<file path="config.mk">
export PLATFORM = sky130hd
export DESIGN_NAME = midi_event_byte_parser_unit
export DESIGN_NICKNAME = d
export VERILOG_FILES = /design/src/hw/rtl/mep_pkg.sv /design/src/hw/rtl/midi_event_byte_parser_unit.sv /design/src/hw/rtl/mep_parse_core.sv
export SDC_FILE = /design/constraint.sdc
export NUM_CORES = 1
export LEC_CHECK = 0
export CELL_PAD_IN_SITES_DETAIL_PLACEMENT = 0
export CELL_PAD_IN_SITES_GLOBAL_PLACEMENT = 1
export CORE_MARGIN = 5
export CORE_UTILIZATION = 50
export CTS_BUF_LIST = sky130_fd_sc_hd__clkbuf_4 sky130_fd_sc_hd__clkbuf_8
export DETAILED_ROUTE_END_ITERATION = 8
export DONT_BUFFER_PORTS = 1
export PLACE_DENSITY = 0.77
export REMOVE_ABC_BUFFERS = 1
export SETUP_SLACK_MARGIN = 0.05
export SYNTH_ARGS = -nofsm -noshare
export SYNTH_HDL_FRONTEND = slang
export SYNTH_HIERARCHICAL = 1
export SYNTH_SLANG_ARGS = --single-unit
</file>
<file path="constraint.sdc">
create_clock -name clk -period 13.35 [get_ports clk]
set_clock_uncertainty 0.1 [all_clocks]
set_input_delay 2.67 -clock clk [delete_from_list [all_inputs] [get_ports clk]]
set_output_delay 2.67 -clock clk [all_outputs]
set_load 0.03 [all_outputs]
</file>
<file path="src/hw/rtl/mep_pkg.sv">
// ----------------------------------------------------------------------------
// MIDI event parser package
// Result record, result kinds, error codes and message size decoding.
// ----------------------------------------------------------------------------
`default_nettype none

package mep_pkg;

  localparam logic [1:0] KIND_HEADER  = 2'd0;
  localparam logic [1:0] KIND_PAYLOAD = 2'd1;
  localparam logic [1:0] KIND_ERROR   = 2'd2;

  localparam logic [1:0] ERR_NO_STATUS = 2'd0;
  localparam logic [1:0] ERR_TRUNCATED = 2'd1;
  localparam logic [1:0] ERR_OVERLONG  = 2'd2;

  localparam logic [7:0] STATUS_SYSEX   = 8'hF0;
  localparam logic [7:0] STATUS_SYX_END = 8'hF7;
  localparam logic [7:0] STATUS_META    = 8'hFF;
  localparam logic [7:0] STATUS_CHANNEL = 8'h80;

  typedef struct packed {
    logic [1:0]  result_kind;
    logic [7:0]  status;
    logic [7:0]  data_first;
    logic [7:0]  data_second;
    logic [7:0]  meta_kind;
    logic [27:0] delta_ticks;
    logic [31:0] absolute_ticks;
    logic [27:0] payload_length;
    logic [7:0]  payload_byte;
    logic [1:0]  error_code;
    logic        last;
  } result_t;

  // Number of data bytes that follow a status byte.
  function automatic logic [1:0] data_count(input logic [7:0] s);
    logic [1:0] n;
    if (s < STATUS_SYSEX) begin
      n = (s[7:4] inside {4'hC, 4'hD}) ? 2'd1 : 2'd2;
    end else if (s inside {8'hF1, 8'hF3}) begin
      n = 2'd1;
    end else if (s == 8'hF2) begin
      n = 2'd2;
    end else begin
      n = 2'd0;
    end
    return n;
  endfunction

endpackage

`default_nettype wire

</file>
<file path="src/hw/rtl/midi_event_byte_parser_unit.sv">
// ----------------------------------------------------------------------------
// MIDI event byte parser
// Usage notes:
// Bytes of a MIDI file event stream enter on the input channel (in_valid,
// in_ready, byte_value, stream_end), one per transfer. Each byte updates the
// parser state and yields at most one result on the output channel
// (out_valid, out_ready and the result fields): an event header, a payload
// byte of a sysex or meta event, or an error. Bytes that finish nothing
// give no result.
// A byte is captured in an input register, processed once the output register
// can take its result, and its result is then held in the output register.
// One byte is taken in every cycle while the receiver does not stall; the rate
// is set by the per-byte state update in the parser core.
// When the receiver stalls, the held result stays put, the input register
// keeps the next byte and in_ready falls once both are occupied.
// file_mode is written with cfg_wr_en and cfg_wr_data; the user must do this
// only while the block is idle, which the block does not enforce. Reset sets
// file_mode to 1, clears the time base and running status and goes to PH_DELTA.
// ----------------------------------------------------------------------------
`default_nettype none

module midi_event_byte_parser_unit #(
  parameter int MAX_VLQ_BYTES = 4
) (
  input  wire         clk,
  input  wire         rst,
  input  wire         cfg_wr_en,
  input  wire         cfg_wr_data,
  input  wire         in_valid,
  output logic        in_ready,
  input  wire  [7:0]  byte_value,
  input  wire         stream_end,
  output logic        out_valid,
  input  wire         out_ready,
  output logic [1:0]  result_kind,
  output logic [7:0]  status,
  output logic [7:0]  data_first,
  output logic [7:0]  data_second,
  output logic [7:0]  meta_kind,
  output logic [27:0] delta_ticks,
  output logic [31:0] absolute_ticks,
  output logic [27:0] payload_length,
  output logic [7:0]  payload_byte,
  output logic [1:0]  error_code,
  output logic        last
);

  import mep_pkg::*;

  logic       in_vld;
  logic [7:0] in_byte;
  logic       in_end;
  logic       advance;
  logic       res_valid;
  result_t    res;
  result_t    out_res;

  assign advance  = in_vld && (!out_valid || out_ready);
  assign in_ready = !in_vld || advance;

  always_ff @(posedge clk) begin
    if (rst) begin
      in_vld <= 1'b0;
    end else if (in_valid && in_ready) begin
      in_vld <= 1'b1;
    end else if (advance) begin
      in_vld <= 1'b0;
    end
  end

  always_ff @(posedge clk) begin
    if (in_valid && in_ready) begin
      in_byte <= byte_value;
      in_end  <= stream_end;
    end
  end

  mep_parse_core #(
    .MAX_VLQ_BYTES(MAX_VLQ_BYTES)
  ) u_core (
    .clk        (clk),
    .rst        (rst),
    .cfg_wr_en  (cfg_wr_en),
    .cfg_wr_data(cfg_wr_data),
    .step_valid (advance),
    .step_byte  (in_byte),
    .step_end   (in_end),
    .res_valid  (res_valid),
    .res        (res)
  );

  always_ff @(posedge clk) begin
    if (rst) begin
      out_valid <= 1'b0;
    end else if (advance && res_valid) begin
      out_valid <= 1'b1;
    end else if (out_ready) begin
      out_valid <= 1'b0;
    end
  end

  always_ff @(posedge clk) begin
    if (advance && res_valid) begin
      out_res <= res;
    end
  end

  assign result_kind    = out_res.result_kind;
  assign status         = out_res.status;
  assign data_first     = out_res.data_first;
  assign data_second    = out_res.data_second;
  assign meta_kind      = out_res.meta_kind;
  assign delta_ticks    = out_res.delta_ticks;
  assign absolute_ticks = out_res.absolute_ticks;
  assign payload_length = out_res.payload_length;
  assign payload_byte   = out_res.payload_byte;
  assign error_code     = out_res.error_code;
  assign last           = out_res.last;

`ifndef SYNTHESIS
  assert property (@(posedge clk) disable iff (rst)
    (out_valid && result_kind == KIND_ERROR) |-> (last && payload_byte == 8'd0))
    else $error("Error result without last mark or with payload.");

  assert property (@(posedge clk) disable iff (rst)
    (out_valid && payload_length != 28'd0) |-> (result_kind == KIND_HEADER && !last))
    else $error("Payload length on a result that is not an open meta header.");

  assert property (@(posedge clk) disable iff (rst)
    (in_vld && !advance) |=> in_vld)
    else $error("Held input byte was dropped.");

  assert property (@(posedge clk) disable iff (rst)
    (out_valid && !out_ready) |=> out_valid)
    else $error("Stalled result was lost.");
`endif

endmodule

`default_nettype wire

</file>
<file path="src/hw/rtl/mep_parse_core.sv">
// ----------------------------------------------------------------------------
// MIDI event parser core
// Parser state, the file mode register and the per-byte next-state and
// result logic. One byte is consumed in every cycle that step_valid is high.
// ----------------------------------------------------------------------------
`default_nettype none

module mep_parse_core #(
  parameter int MAX_VLQ_BYTES = 4
) (
  input  wire                   clk,
  input  wire                   rst,
  input  wire                   cfg_wr_en,
  input  wire                   cfg_wr_data,
  input  wire                   step_valid,
  input  wire  [7:0]            step_byte,
  input  wire                   step_end,
  output logic                  res_valid,
  output mep_pkg::result_t      res
);

  import mep_pkg::*;

  localparam int VLQ_W = $clog2(MAX_VLQ_BYTES + 1);

  localparam logic [2:0] PH_DELTA  = 3'd0;
  localparam logic [2:0] PH_STATUS = 3'd1;
  localparam logic [2:0] PH_DATA1  = 3'd2;
  localparam logic [2:0] PH_DATA2  = 3'd3;
  localparam logic [2:0] PH_SYSEX  = 3'd4;
  localparam logic [2:0] PH_MTYPE  = 3'd5;
  localparam logic [2:0] PH_MLEN   = 3'd6;
  localparam logic [2:0] PH_MPAY   = 3'd7;

  logic             file_mode;
  logic [2:0]       phase, phase_next;
  logic [7:0]       running_status, running_status_next;
  logic [27:0]      delta_accum, delta_accum_next;
  logic [VLQ_W-1:0] vlq_count, vlq_count_next;
  logic [7:0]       held_data, held_data_next;
  logic [31:0]      absolute_time, absolute_time_next;
  logic [7:0]       meta_type_held, meta_type_held_next;
  logic [27:0]      payload_remaining, payload_remaining_next;

  logic [VLQ_W-1:0] cnt_inc;
  logic [27:0]      delta_base;
  logic [1:0]       dc_rs;
  logic [1:0]       dc_b;

  always_comb begin
    phase_next             = phase;
    running_status_next    = running_status;
    delta_accum_next       = delta_accum;
    vlq_count_next         = vlq_count;
    held_data_next         = held_data;
    absolute_time_next     = absolute_time;
    meta_type_held_next    = meta_type_held;
    payload_remaining_next = payload_remaining;
    res_valid              = 1'b0;
    res                    = '0;
    cnt_inc                = vlq_count + VLQ_W'(1);
    delta_base             = (vlq_count == '0) ? 28'd0 : delta_accum;
    dc_rs                  = data_count(running_status);
    dc_b                   = data_count(step_byte);

    if (step_valid) begin
      if (step_end) begin
        if (phase != PH_DELTA || vlq_count != '0) begin
          phase_next     = PH_DELTA;
          vlq_count_next = '0;
          res_valid      = 1'b1;
          res.result_kind = KIND_ERROR;
          res.error_code  = ERR_TRUNCATED;
          res.last        = 1'b1;
        end
      end else begin
        case (phase)
          PH_DELTA: begin
            delta_accum_next = {delta_base[20:0], step_byte[6:0]};
            if (step_byte[7]) begin
              if (cnt_inc >= VLQ_W'(MAX_VLQ_BYTES)) begin
                phase_next      = PH_DELTA;
                vlq_count_next  = '0;
                res_valid       = 1'b1;
                res.result_kind = KIND_ERROR;
                res.error_code  = ERR_OVERLONG;
                res.last        = 1'b1;
              end else begin
                vlq_count_next = cnt_inc;
              end
            end else begin
              vlq_count_next     = '0;
              absolute_time_next = absolute_time + {4'd0, delta_accum_next};
              phase_next         = PH_STATUS;
            end
          end
          PH_STATUS: begin
            if (step_byte[7]) begin
              running_status_next = step_byte;
              meta_type_held_next = '0;
              if (step_byte == STATUS_SYSEX) begin
                phase_next      = PH_SYSEX;
                res_valid       = 1'b1;
                res.result_kind = KIND_HEADER;
              end else if (step_byte == STATUS_META && file_mode) begin
                phase_next = PH_MTYPE;
              end else if (dc_b == 2'd0) begin
                phase_next      = PH_DELTA;
                res_valid       = 1'b1;
                res.result_kind = KIND_HEADER;
                res.last        = 1'b1;
              end else begin
                phase_next = PH_DATA1;
              end
            end else if (running_status < STATUS_CHANNEL ||
                         running_status >= STATUS_SYSEX) begin
              phase_next      = PH_DELTA;
              vlq_count_next  = '0;
              res_valid       = 1'b1;
              res.result_kind = KIND_ERROR;
              res.error_code  = ERR_NO_STATUS;
              res.last        = 1'b1;
            end else begin
              meta_type_held_next = '0;
              if (dc_rs == 2'd1) begin
                phase_next      = PH_DELTA;
                res_valid       = 1'b1;
                res.result_kind = KIND_HEADER;
                res.data_first  = step_byte;
                res.last        = 1'b1;
              end else begin
                held_data_next = step_byte;
                phase_next     = PH_DATA2;
              end
            end
          end
          PH_DATA1: begin
            if (dc_rs == 2'd1) begin
              phase_next      = PH_DELTA;
              res_valid       = 1'b1;
              res.result_kind = KIND_HEADER;
              res.data_first  = step_byte;
              res.last        = 1'b1;
            end else begin
              held_data_next = step_byte;
              phase_next     = PH_DATA2;
            end
          end
          PH_DATA2: begin
            phase_next      = PH_DELTA;
            res_valid       = 1'b1;
            res.result_kind = KIND_HEADER;
            res.data_first  = held_data;
            res.data_second = step_byte;
            res.last        = 1'b1;
          end
          PH_SYSEX: begin
            res_valid        = 1'b1;
            res.result_kind  = KIND_PAYLOAD;
            res.payload_byte = step_byte;
            if (step_byte == STATUS_SYX_END) begin
              phase_next = PH_DELTA;
              res.last   = 1'b1;
            end
          end
          PH_MTYPE: begin
            meta_type_held_next    = step_byte;
            payload_remaining_next = '0;
            vlq_count_next         = '0;
            phase_next             = PH_MLEN;
          end
          PH_MLEN: begin
            payload_remaining_next = {payload_remaining[20:0], step_byte[6:0]};
            if (step_byte[7]) begin
              if (cnt_inc >= VLQ_W'(MAX_VLQ_BYTES)) begin
                phase_next      = PH_DELTA;
                vlq_count_next  = '0;
                res_valid       = 1'b1;
                res.result_kind = KIND_ERROR;
                res.error_code  = ERR_OVERLONG;
                res.last        = 1'b1;
              end else begin
                vlq_count_next = cnt_inc;
              end
            end else begin
              vlq_count_next  = '0;
              res_valid       = 1'b1;
              res.result_kind = KIND_HEADER;
              if (payload_remaining_next == 28'd0) begin
                phase_next = PH_DELTA;
                res.last   = 1'b1;
              end else begin
                phase_next         = PH_MPAY;
                res.payload_length = payload_remaining_next;
              end
            end
          end
          default: begin
            payload_remaining_next = payload_remaining - 28'd1;
            res_valid              = 1'b1;
            res.result_kind        = KIND_PAYLOAD;
            res.payload_byte       = step_byte;
            if (payload_remaining_next == 28'd0) begin
              phase_next = PH_DELTA;
              res.last   = 1'b1;
            end
          end
        endcase
      end
    end

    res.status         = running_status_next;
    res.delta_ticks    = delta_accum_next;
    res.absolute_ticks = absolute_time_next;
    res.meta_kind      = (res.result_kind == KIND_ERROR) ? 8'd0 : meta_type_held_next;
  end

  always_ff @(posedge clk) begin
    if (rst) begin
      file_mode         <= 1'b1;
      phase             <= PH_DELTA;
      running_status    <= '0;
      delta_accum       <= '0;
      vlq_count         <= '0;
      held_data         <= '0;
      absolute_time     <= '0;
      meta_type_held    <= '0;
      payload_remaining <= '0;
    end else begin
      if (cfg_wr_en) begin
        file_mode <= cfg_wr_data;
      end
      phase             <= phase_next;
      running_status    <= running_status_next;
      delta_accum       <= delta_accum_next;
      vlq_count         <= vlq_count_next;
      held_data         <= held_data_next;
      absolute_time     <= absolute_time_next;
      meta_type_held    <= meta_type_held_next;
      payload_remaining <= payload_remaining_next;
    end
  end

endmodule

`default_nettype wire
</file>
== Word-level counts from Yosys, hierarchy flattened ==
Cells that the tools add are included.

* Register bits after elaboration: 263
* Output and inout bits: 135
* Word-level logic and storage cells: 198

* Add/sub/neg operators: 3
* Magnitude comparators: 5
* Equality and inequality tests: 29
* Multiplexer cells: 95
* Bitwise gates (word level): 5
* Reductions and logical operators: 37

{| class="wikitable"
|+ Operators by type and width
! cell !! count
|-
| 32-bit two-way mux || 4
|-
| 8-bit two-way mux || 15
|-
| 28-bit two-way mux || 3
|-
| 28-bit one-hot mux with 3 select lines || 1
|-
| 8-bit equality test, second input constant || 9
|-
| 3-bit two-way mux || 19
|-
| 28-bit zero test || 2
|-
| 2-bit two-way mux || 20
|-
| 32-bit by 28-bit adder with 32-bit output || 1
|-
| 8-bit one-hot mux with 2 select lines || 2
|-
| 28-bit by 1-bit subtractor with 28-bit output, second input constant || 1
|-
| 8-bit less-than comparator, second input constant || 3
|-
| 8-bit one-hot mux with 3 select lines || 1
|-
| 1-bit two-way mux || 22
|-
| 21-bit two-way mux || 1
|-
| 3-bit one-hot mux with 7 select lines || 1
|-
| 4-bit equality test, second input constant || 4
|-
| 2-bit nonzero test || 7
|-
| 5-bit OR reduction || 2
|-
| 3-bit equality test, second input constant || 3
|-
| 3-bit one-hot mux with 3 select lines || 1
|-
| 9-bit nonzero test || 1
|-
| 8-bit greater-or-equal comparator, second input constant || 1
|-
| 2-bit != test, second input constant || 4
|-
| other kinds (29) || 46
|}

== Logic depth before layout (Yosys ltp) ==
* Depth after elaboration: 14
* Gate-level depth with buffers: 16

== By module ==
The synthesis kept the hierarchy.

{| class="wikitable"
|+ By module, submodules not included
! module !! times used !! cells an instance !! area each (µm²)
|-
| mep_parse_core || 1 || 1111 || 8125.3
|-
| midi_event_byte_parser_unit || 1 || 153 || 4366.7
|}

== Worst setup path before layout ==
Ideal clock, no wire load.

* Path kind: input to register
* Start point: input out_ready
* End point: register out_res (netlist bit absolute_ticks[0]) (enable)
* Library setup time: 643 ps
* Data arrival time: 9468 ps
* Path slack: 3139 ps
* Stages: 6
* Buffers on the path: 0
* Cell sequence: nand2b_1 > and2_1 > a21boi_0 > o31a_1 > nand2_1 > nor2b_1

* Cells in the longest elaborated chain, start to end: 4

{| class="wikitable"
|+ RTL lines
! element !! RTL line !! source
|-
| start: declaration || midi_event_byte_parser_unit.sv:34 || <nowiki>input wire out_ready,</nowiki>
|-
| 1-bit logical OR || midi_event_byte_parser_unit.sv:58 || <nowiki>assign advance = in_vld && (!out_valid || out_ready);</nowiki>
|-
| 1-bit logical AND || midi_event_byte_parser_unit.sv:58 ||
|-
| via advance || midi_event_byte_parser_unit.sv:53 || <nowiki>logic advance;</nowiki>
|-
| 1-bit two-way mux || mep_parse_core.sv:66 || <nowiki>if (step_valid) begin</nowiki>
|-
| via res_valid || midi_event_byte_parser_unit.sv:54 || <nowiki>logic res_valid;</nowiki>
|-
| 1-bit logical AND || midi_event_byte_parser_unit.sv:103 || <nowiki>if (advance && res_valid) begin</nowiki>
|-
| end signal: assignment || midi_event_byte_parser_unit.sv:104 || <nowiki>out_res <= res;</nowiki>
|-
| end: declaration || midi_event_byte_parser_unit.sv:56 || <nowiki>result_t out_res;</nowiki>
|}

The timed path passes the listed nets, and every way through them passes these cells.
A chain may end at the register's enable or synchronous reset.

== Worst setup path after layout ==
* Start point: input out_ready
* End point: output in_ready

* Cells in the longest elaborated chain, start to end: 3

{| class="wikitable"
|+ RTL lines
! element !! RTL line !! source
|-
| 1-bit logical OR || midi_event_byte_parser_unit.sv:58 ||
|-
| 1-bit logical AND || midi_event_byte_parser_unit.sv:58 ||
|-
| 1-bit logical OR || midi_event_byte_parser_unit.sv:59 || <nowiki>assign in_ready = !in_vld || advance;</nowiki>
|-
| end: declaration || midi_event_byte_parser_unit.sv:30 || <nowiki>output logic in_ready,</nowiki>
|}

Every way passes these cells.

==> metrics.txt <==
status complete, no violations; Slew HR 0.3195; Least-Margin Pin Slew 1.012 ns; prevailing post-synth register cell edfxtp_1; CP arrival between 2 and 3 ns; CP delay by family, top simple AND/OR/NAND/NOR gates; Slew Viols, Final 0; critical path startpoint category primary input; reg2reg start in_byte[1]$_DFFE_PP_; met2 wire length 14720 µm; # Post-CTS Setup Buffers 0; number of flops mapped to enable cells by yosys roughly 140; Cell Area, Synth about 0.012 mm²; P&R area growth vs syn 8.814%; hold_ws between 0.3 and 0.4 ns; GRT Total Usage 0.2180; f_max between 150 and 200 MHz; CP peak stage delay ~0.20 ns; DRC viols 0; worst path bufs/invs 0; CP Capture Type output port; Syn. warnings 6; global route total overflow 0; Finished Layout Cells roughly 1600; DR vias/cell a little under 6; uppermost layer routed met4; main area contributors after synthesis edfxtp_1 34%, dfxtp_1 19%, and2_1 5.1%, nand2_1 4.5%, nor2_1 3.5%; setup slack after layout just under 8 ns; TNS Setup 0 ns; dpl ws roughly 7.6 ns; number of synthesized register bits 263; largest net degree at the start of global routing 65; commonest cells after routing, fill and taps aside 150 x nand2_1, 142 x edfxtp_1, 121 x dfxtp_1, 116 x nor2_1, 102 x and2_1; Pwr Density roughly 120 mW/mm²; clk buf depth 3; sequential fraction of the synthesis area 0.5353; antenna fix cells 0; routed wl met3 1898 µm; worst flop-to-flop path endpoint absolute_ticks[22]$_DFFE_PP_; via count 9247; crit path launch out_ready; Core Box Area approximately 0.024 mm²; first-pass GRT wire length 50050 µm; final WL about 31000 µm; 1st-iter DRT viols around 900; RD Place Congestion 0.9031; Crit path depth 1; Detailed Routing Iterations Pass 1 5; Synth async-reset ratio 0; CTS tree yes; Period Utilization, post-route 0.4227; Leak ~5.4 nW; cts repair resizes 0; top cell type's share of synthesized area 0.3413; critical path cell sequence nand3b_4; Yosys cell types 69; root buf cell clkbuf_8; share of cells above drive strength 1 0.1001; RSZ-0062 raised after global routing false; area leader, netlist edfxtp_1; Max FO, Critical Path 3; Boundary Pins 150; Clock transition at path regs 0.06 ns; commonest non-fill, non-tap cell in the layout nand2_1; Final HPWL DP approximately 21000 µm; dpl cells 1523; Max Cap Violations 0; syn_area_per_cell roughly 10 µm²; # setup viols final 0; M1 WL around 14000 µm; Initial Utilization 0.5107; worst skew pair latency ~0.55 ns; FF-to-FF setup slack around 9 ns; Fin. Hold Viols 0; post-cts hold buffer count 0; DR WL/cell about 20 µm; Detail Route Antenna Nets 0; Row Count 57; die area between 0.02 and 0.03 mm²; Critical Path End in_ready; critical path class in -> out; Inserted Clock Buffers between 40 and 50; slowest CP cell nand3b_4; Critical Path RT between 10 and 15 ns; number of global-route vias before repair approximately 9000; Chip Height ~170 µm; Hold Path Class reg -> reg; worst vdd ir slightly above 0.07 mV; post-layout minimum cycle time between 5 and 6 ns; clk sink count ~260; H-tree levels 2; DIE WIDTH ~170 µm; NumNets Final ~1300; Cells after Synth between 1000 and 1500; initial antenna violation count 0; R2R depth 10; PortBufs 0
-- cell families (layout without fill, tap and decap cells) --
family,after synthesis,after routing,share of synthesized area
XOR/XNOR,28,28,0.01963
buffers and inverters,121,136,0.03766
multiplexers,34,34,0.02925
flip-flops,263,263,0.5353
AND/OR/NAND/NOR,524,524,0.2098
AO/OA/AOI/OAI,261,261,0.1347
adder cells (fa/ha/maj),33,33,0.03365
-- report_power, final --
part	switching (mW)	internal, mW
combinational	0.0295	0.0140
sequential	0.0192	0.855
clock	0.315	0.396
-- registers in the layout, indices dropped and copies added (netlist names), 2 cells and up --
register,count
data_first,8
in_byte,8
payload_length,28
u_core/vlq_count,3
meta_kind,8
delta_ticks,28
u_core/meta_type_held,8
u_core/payload_remaining,28
u_core/delta_accum,28
u_core/phase,3
status,8
u_core/running_status,8
u_core/absolute_time,32
absolute_ticks,32
payload_byte,8
data_second,8
error_code,2
u_core/held_data,8
result_kind,2
-- worst min path at each step --
stage,depth (start not counted),startpoint,end,slack [ns]
floorplan,2,u_core/held_data[7]$_SDFFE_PP0P_,u_core/held_data[7]$_SDFFE_PP0P_,0.34
global placement,2,u_core/held_data[7]$_SDFFE_PP0P_,u_core/held_data[7]$_SDFFE_PP0P_,0.35
detailed placement,2,u_core/held_data[7]$_SDFFE_PP0P_,u_core/held_data[7]$_SDFFE_PP0P_,0.36
CTS,2,u_core/held_data[7]$_SDFFE_PP0P_,u_core/held_data[7]$_SDFFE_PP0P_,0.38
global route,2,u_core/held_data[7]$_SDFFE_PP0P_,u_core/held_data[7]$_SDFFE_PP0P_,0.40
finish,2,u_core/held_data[7]$_SDFFE_PP0P_,u_core/held_data[7]$_SDFFE_PP0P_,0.38
-- final cells by class --
cell class / instances / area [µm²]
Multi-Input combinational cell: 880 / 5350
Clock buffer: 69 / 830.8
Clock inverter: 11 / 61.31
Inverter: 43 / 161.4
Tap cell: 324 / 405.4
Fill cell: 2209 / 10870
Timing Repair Buffer: 13 / 97.59
Sequential cell: 263 / 6686
-- synth_stat cells (12+ instances only) --
cell type,instances
nand2_1,150
edfxtp_1,142
dfxtp_1,121
nor2_1,117
and2_1,102
clkbuf_1,73
o21ai_0,70
a21oi_1,66
inv_1,43
ha_1,32
nor3_1,30
nand3_1,24
mux2_2,20
nor4_1,18
a22oi_1,15
xnor2_1,15
a21o_1,14
mux2i_1,14
o31ai_1,14
xor2_1,13
nand4_1,12
-- metal layers --
metal / track usage / up-vias
met5: 0 / -
met1: 0.2950 / 4414
li1: - / 4486
met3: 0.04642 / 63
met2: 0.3527 / 284
met4: 0.06951 / 0
-- through the flow --
stage	total power [mW]	cell area, µm²	utilization
floorplan	0.9143	12180	-
global placement	0.9347	12700	0.5192
detailed placement	0.9345	12700	0.5192
CTS	1.648	13590	0.5557
global route	1.701	13590	0.5557
finish	1.629	13590	0.5557
Power figures use the tool's default switching activity.
